--- config.mk ---
export PLATFORM = sky130hd
export DESIGN_NAME = lomb_front
export DESIGN_NICKNAME = d
export VERILOG_FILES = /design/src/rtl/lomb_pkg.sv /design/src/rtl/lomb_front.sv
export SDC_FILE = /design/constraint.sdc
export NUM_CORES = 1
export LEC_CHECK = 0
export BUFFER_PORTS_ARGS = -buffer_cell sky130_fd_sc_hd__buf_2
export CAP_MARGIN = 20
export CELL_PAD_IN_SITES_DETAIL_PLACEMENT = 0
export CELL_PAD_IN_SITES_GLOBAL_PLACEMENT = 1
export CORE_UTILIZATION = 40
export DETAILED_ROUTE_END_ITERATION = 12
export HOLD_SLACK_MARGIN = 0.05
export PLACE_DENSITY = 0.76
export SYNTH_ARGS = -nofsm -noshare
export SYNTH_HDL_FRONTEND = slang
export SYNTH_SLANG_ARGS = --single-unit
--- constraint.sdc ---
create_clock -name clk_i -period 6.1 [get_ports clk_i]
set_input_delay 0.61 -clock clk_i [delete_from_list [all_inputs] [get_ports clk_i]]
set_output_delay 0.61 -clock clk_i [all_outputs]
set_load 0.02 [all_outputs]
--- src/rtl/lomb_pkg.sv ---
// Shared types and constants of the limit order matching book.
package lomb_pkg;

  localparam int ORDER_SLOTS = 32;
  localparam int SLOT_W      = $clog2(ORDER_SLOTS);
  localparam int MAX_RESULTS = 32;
  localparam int TRADE_W     = $clog2(MAX_RESULTS);
  localparam int IN_TDATA_W  = 136;
  localparam int OUT_TDATA_W = 232;

  typedef enum logic [2:0] {
    ST_ADDED     = 3'd0,
    ST_DUPLICATE = 3'd1,
    ST_NO_CROSS  = 3'd2,
    ST_FULL      = 3'd3,
    ST_CANCELLED = 3'd4,
    ST_UNKNOWN   = 3'd5,
    ST_ZERO_QTY  = 3'd6
  } status_e;

  typedef enum logic {
    MODE_ADD    = 1'b0,
    MODE_CANCEL = 1'b1
  } mode_e;

  typedef enum logic {
    KIND_TRADE = 1'b0,
    KIND_DONE  = 1'b1
  } kind_e;

  typedef enum logic [2:0] {
    FSM_IDLE,
    FSM_SCAN,
    FSM_DECIDE,
    FSM_MATCH,
    FSM_DONE
  } fsm_e;

  typedef struct packed {
    mode_e              mode;
    logic [63:0]        order_id;
    logic               side;
    logic signed [31:0] price;
    logic [31:0]        amount;
    logic               fak;
  } item_t;

  typedef struct packed {
    kind_e              kind;
    status_e            status;
    logic [63:0]        bid_id;
    logic signed [31:0] bid_price;
    logic [63:0]        ask_id;
    logic signed [31:0] ask_price;
    logic [31:0]        fill;
    logic               last;
  } result_t;

  // Queue handshake between the front and the back.
  typedef struct packed {
    logic  valid;
    item_t item;
  } queue_out_t;

endpackage

--- src/rtl/lomb_front.sv ---
// Front end: unpacks requests and holds them in a two-entry queue.
module lomb_front (
  input  logic                           clk_i,
  input  logic                           rst_ni,
  input  logic                           s_tvalid_i,
  output logic                           s_tready_o,
  input  logic [lomb_pkg::IN_TDATA_W-1:0] s_tdata_i,
  input  logic                           s_tuser_i,
  output lomb_pkg::queue_out_t           q_o,
  input  logic                           pop_i
);
  import lomb_pkg::*;

  item_t      mem_q [2];
  logic       wr_q, rd_q;
  logic [1:0] cnt_q;
  item_t      in_item;
  logic       push;

  always_comb begin
    in_item.mode     = mode_e'(s_tuser_i);
    in_item.order_id = s_tdata_i[63:0];
    in_item.side     = s_tdata_i[64];
    in_item.price    = s_tdata_i[96:65];
    in_item.amount   = s_tdata_i[128:97];
    in_item.fak      = s_tdata_i[129];
  end

  assign s_tready_o = (cnt_q != 2'd2);
  assign push       = s_tvalid_i && s_tready_o;
  assign q_o.valid  = (cnt_q != 2'd0);
  assign q_o.item   = mem_q[rd_q];

  always_ff @(posedge clk_i or negedge rst_ni) begin
    if (!rst_ni) begin
      wr_q  <= 1'b0;
      rd_q  <= 1'b0;
      cnt_q <= 2'd0;
    end else begin
      if (push) wr_q <= ~wr_q;
      if (pop_i) rd_q <= ~rd_q;
      cnt_q <= cnt_q + 2'(push) - 2'(pop_i);
    end
  end

  always_ff @(posedge clk_i) begin
    if (push) mem_q[wr_q] <= in_item;
  end

endmodule

==> results of run 1 <==
[state kept, by name (all words and copies together) (netlist names)]
register and flops:
cnt_q 2, mem_q 262, rd_q 1, wr_q 1
[metal layers]
metal	global-route usage (%)	up-vias	routed length, um
met1	16.1	2392	7060
met4	5.11	4	440
met2	23.8	199	9210
met5	0	-	25
li1	-	2275	-
met3	4.83	41	1650
[worst max-delay path, cell delays in order (launching register included)]
cell,delay (ns)
dfrtp_4,1.14
buf_4,0.68
mux2_2,0.40
buf_2,0.16
[worst paths after layout]
kind,slack (ns),start,cells after the start,endpoint
worst max-delay path,2.53,rd_q,3,q_o[24]
worst min-delay path,0.25,s_tdata_i[68],1,mem_q[0][36]
worst max register to register,4.00,cnt_q[1],4,mem_q[0][41]
worst min register to register,0.56,cnt_q[0],1,cnt_q[0]
max in group asynchronous,5.55,rst_ni,2,cnt_q[0]
min in group asynchronous,0.39,rst_ni,2,rd_q
[area by class of cell]
type | count | area (um2)
clock buffer | 34 | 723
timing repair buffer | 274 | 1410
antenna | 3 | 7.51
fill | 1993 | 11800
multi-input combinational | 144 | 1880
clock inverter | 13 | 153
tap | 324 | 405
sequential | 266 | 7970
[metrics by stage]
stage | area (um2) | cells | setup slack [ns] | power (mW) | util [%]
2_1_floorplan | 9980 | 425 | 1.46 | 4.28 | -
3_3_place_gp | 11600 | 1006 | 3.09 | 4.77 | 47.7
3_5_place_dp | 11600 | 1006 | 3.03 | 4.84 | 47.7
4_1_cts | 12500 | 1054 | 2.42 | 6.47 | 51.3
5_1_grt | 12600 | 1057 | 2.35 | 6.67 | 51.5
6_report | 12600 | 1058 | 2.53 | 6.39 | 51.5
[what timing repair did]
item | 4_1_cts | 5_1_grt
hold buffers | 1 | 0
setup buffers | 0 | 0
hold endpoints to repair | 4 | 0
endpoints found under the setup margin | 0 | 0
[placed cells by master (no fill, tap or decap), types with 3 or more instances in the layout]
master | synthesis | final
buf_2 | 5 | 267
edfxtp_1 | 262 | 262
mux2_4 | 80 | 80
mux2_2 | 51 | 51
clkbuf_16 | 0 | 28
clkbuf_1 | 0 | 6
buf_4 | 0 | 5
clkinv_1 | 0 | 4
diode_2 | 0 | 3
xnor2_1 | 3 | 3
bufinv_16 | 0 | 3
clkinv_2 | 0 | 3
dfrtp_1 | 4 | 3
[kinds of logic after synthesis]
family / synth area share [%]
fa+ha+maj: 0.125
flops: 79.8
buf+inv: 1.42
simple gates: 0.339
xor+xnor: 0.351
mux: 17.8
compound gates: 0.150
[report_power, final]
group / leakage, nW / internal (mW) / total (mW) / switching (mW)
clock network: 0.424 / 0.964 / 1.61 / 0.648
logic: 1.99 / 0.903 / 2.07 / 1.17
registers: 2.48 / 2.50 / 2.70 / 0.200
total: 4.89 / 4.37 / 6.39 / 2.02
==> impl_metrics.py, run 1 <==
metrics = {
    "cts": {
        "clkLatencyLatePin_ns": 0.55,
        "cts.sinks": 266,
        "cts_tree": "done",
        "cts_max_level": 1,
        "clk_pin_slew_ns": 0.06,
        "cts_max_path_buffers": 3,
        "cts-root-buf": "clkbuf_16",
        "cts_buffers": 28,
        "cts_resized": 0,
    },
    "timing": {
        "fin_crit_sh_pct": 58.6,
        "setup_tns_ns": 0,
        "max_freq_mhz": 280,
        "rsz0062_at_grt": "false",
        "hold_violations": 0,
        "slew_headroom_pct": 27.0,
        "skew_ns": 0.0381,
        "setup_viol": 0,
        "fin_crit_ns": 3.57,
        "whs_ns": 0.249,
        "final_max_slew_viol_count": 0,
        "tightest_slew_ns": 1.09,
    },
    "finish": {
        "syn_to_final_growth_pct": 25.8,
        "nets": 856,
        "drive_above_1_share_pct": 61.0,
    },
    "synth": {
        "syn_inst": 425,
        "synth_nets": 567,
        "synth_most_common_cell": "edfxtp_1",
        "synth_cell_type_count": 18,
        "syn_area_mm2": 0.00998,
        "yosysTopAreaCellShare_pct": 78.8,
        "synth_seq_area_share_pct": 79.8,
        "synth-async-reset-ratio_pct": 1.50,
        "yosys.area.top_type": "edfxtp_1",
        "synth_edf_count": 262,
        "yosys_warnings": 0,
        "synthFlopType": "edfxtp_1",
        "synth_commonest_cells": "edfxtp_1 (262), mux2_4 (80), mux2_2 (51)",
        "syn-mean-instance-area_um2": 23.5,
        "synthTopCellsByArea": "edfxtp_1 (79%), mux2_4 (12%), mux2_2 (5.8%)",
        "ys_ff_latch": 266,
    },
    "route": {
        "drc": 0,
        "antenna_left": 0,
        "avgViaCountPerCell": 4.64,
        "drt_pass1_iterations": 4,
        "vias": 4911,
        "drt_iter0_markers": 208,
        "wire_per_inst_um": 17.4,
        "routed_wl_um": 18400,
    },
    "setup_path": {
        "required_ns": 5.49,
        "crit_path_start_kind": "register",
        "end_kind": "output pin",
        "critical_path_arrival_ns": 2.96,
        "path_class": "reg2out",
        "cp_max_fo": 70,
    },
    "floorplan": {
        "rows": 57,
        "die_x_um": 160,
        "io_pins": 274,
        "dieHeight_um": 160,
        "start_util_pct": 40.9,
        "core-area_mm2": 0.0244,
        "die-area_mm2": 0.0256,
    },
    "placed_design": {
        "gp_congestion": 0.757,
        "numPortBuffers": 267,
        "place_hpwl_um": 12200,
    },
    "hold_path": {
        "min_path_type": "in2reg",
    },
    "power": {
        "vdd_ir_drop_max_mv": 0.250,
        "p_per_area_mw_per_mm2": 509,
        "p_leak_nw": 4.89,
    },
    "global_route": {
        "grt_use_total_pct": 13.9,
        "grt_pass1_vias": 5387,
        "grt_first_pass_wirelength_um": 28000,
        "grt_max_degree": 81,
        "grt_overflow_total": 0,
        "antenna_found_initial": 4,
    },
    "job": {
        "drv_cap": 0,
    },
    "status": {
        "status": "complete, no violations",
    },
}
(Power assumes the default switching activity.)
==> inputs of run 2 (changes only) <==
==> constraint.sdc (replaced) <==
create_clock -name clk_i -period 3.1 [get_ports clk_i]
set_input_delay 0.31 -clock clk_i [delete_from_list [all_inputs] [get_ports clk_i]]
set_output_delay 0.31 -clock clk_i [all_outputs]
set_load 0.02 [all_outputs]
==> impl_metrics.py, run 2 (synthesized netlist as in run 1, its figures left out) <==
metrics = {
    "timing": {
        "max_freq_mhz": 437,
        "fin_crit_ns": 2.29,
        "skew_ns": 0.0133,
        "tightest_slew_ns": 0.741,
        "final_max_slew_viol_count": 0,
        "hold_violations": 0,
        "rsz0062_at_grt": "false",
        "slew_headroom_pct": 50.6,
        "setup_tns_ns": 0,
        "fin_crit_sh_pct": 73.8,
        "setup_viol": 0,
    },
    "route": {
        "avgViaCountPerCell": 4.60,
        "routed_wl_um": 20100,
        "wire_per_inst_um": 16.9,
        "drt_iter0_markers": 261,
        "antenna_left": 0,
        "drc": 0,
        "drt_pass1_iterations": 4,
        "vias": 5476,
    },
    "setup_path": {
        "path_class": "reg2out",
        "crit_start": "rd_q",
        "critical_path_arrival_ns": 1.98,
        "cp_max_fo": 71,
        "crit_path_start_kind": "register",
        "end_kind": "output pin",
        "reg2reg_setup_slack_ns": 1.13,
        "required_ns": 2.79,
        "worstReg2RegStart": "cnt_q[0]",
    },
    "cts": {
        "cts_max_level": 1,
        "cts_tree": "done",
        "cts.sinks": 266,
        "clk_pin_slew_ns": 0.06,
        "cts_max_path_buffers": 3,
        "cts_resized": 0,
        "cts_buffers": 27,
        "clkLatencyLatePin_ns": 0.52,
        "cts-root-buf": "clkbuf_16",
    },
    "global_route": {
        "grt_pass1_vias": 6062,
        "grt_overflow_total": 0,
        "grt_first_pass_wirelength_um": 31100,
        "antenna_found_initial": 0,
        "grt_max_degree": 72,
        "grt_use_total_pct": 15.4,
    },
    "floorplan": {
        "start_util_pct": 40.9,
        "io_pins": 274,
        "rows": 57,
        "die_x_um": 160,
        "core-area_mm2": 0.0244,
        "die-area_mm2": 0.0256,
        "dieHeight_um": 160,
    },
    "status": {
        "status": "complete, no violations",
    },
    "finish": {
        "final_cell_mix": "buf_2 (267), edfxtp_1 (262), dlygate4sd3_1 (133)",
        "mostFrequentLayoutCell": "buf_2",
        "top_regs": "mem_q x262, cnt_q x2",
        "nets": 989,
        "largest_reg_flops": 262,
        "largest_register": "mem_q",
        "num_antenna_cells": 0,
        "syn_to_final_growth_pct": 38.7,
        "drive_above_1_share_pct": 51.7,
        "fin_area_mm2": 0.0138,
    },
    "power": {
        "vdd_ir_drop_max_mv": 0.617,
        "p_leak_nw": 5.44,
        "p_per_area_mw_per_mm2": 910,
        "total_power_mw": 12.6,
    },
    "job": {
        "drv_cap": 0,
    },
    "placed_design": {
        "place_hpwl_um": 12300,
        "numPortBuffers": 267,
        "dpl_cell_area_mm2": 0.0117,
        "gp_congestion": 0.742,
    },
    "hold_path": {
        "min_path_type": "in2async",
    },
}
==> run 2: changes by cell type in the layout (fill, tap and decap cells not counted), moves of 2 or more <==
cell,delta
buf_12,+3
clkbuf_1,+2
clkinv_2,+2
diode_2,-3
dlygate4sd3_1,+132
==> run 2: through the flow <==
stage | utilization (%) | hold slack [ns] | worst slack [ns] | std cells
2_1_floorplan | - | 0.0144 | 0.0493 | 425
3_3_place_gp | 48.0 | 0.118 | 1.13 | 1009
3_5_place_dp | 48.0 | 0.122 | 1.05 | 1009
4_1_cts | 56.8 | 0.113 | 0.799 | 1190
5_1_grt | 56.8 | 0.130 | 0.745 | 1190
6_report | 56.8 | 0.138 | 0.812 | 1190
==> run 2: worst paths after layout <==
check                                     to  depth (start not counted)
worst max register to register  mem_q[1][24]                          3
worst max-delay path                 q_o[31]                          3
max in group asynchronous               rd_q                          2
min in group clk_i                      wr_q                          3
worst min register to register      cnt_q[0]                          1
worst min-delay path                    rd_q                          2
==> run 2: critical path: stages (launching register included) <==
cell and delay, ns:
dfrtp_4 0.44, buf_12 0.36, mux2_2 0.40, buf_2 0.17
==> run 2: cell type report <==
class                      count  area, um2
sequential                   266       7970
multi-input combinational    144       1890
clock buffer                  35        706
timing repair buffer         408       2770
clock inverter                13        111
tap                          324        405
fill                        1853      10500
==> run 2: report_power, final <==
part           switching, mW  internal (mW)  total [mW]
logic                   2.55           1.91        4.46
registers              0.209           4.92        5.13
clock network           1.25           1.76        3.01
==> run 2: timing repair <==
action,4_1_cts,5_1_grt
setup buffers,0,0
hold buffers,133,0
endpoints found under the hold margin,267,0
==> run 2: metal layers <==
layer	wire, um	global-route usage [%]	vias up
met3	1350	4.23	46
met1	7690	17.5	2693
met5	0	0	-
li1	-	-	2540
met4	607	5.11	0
met2	10500	27.8	197
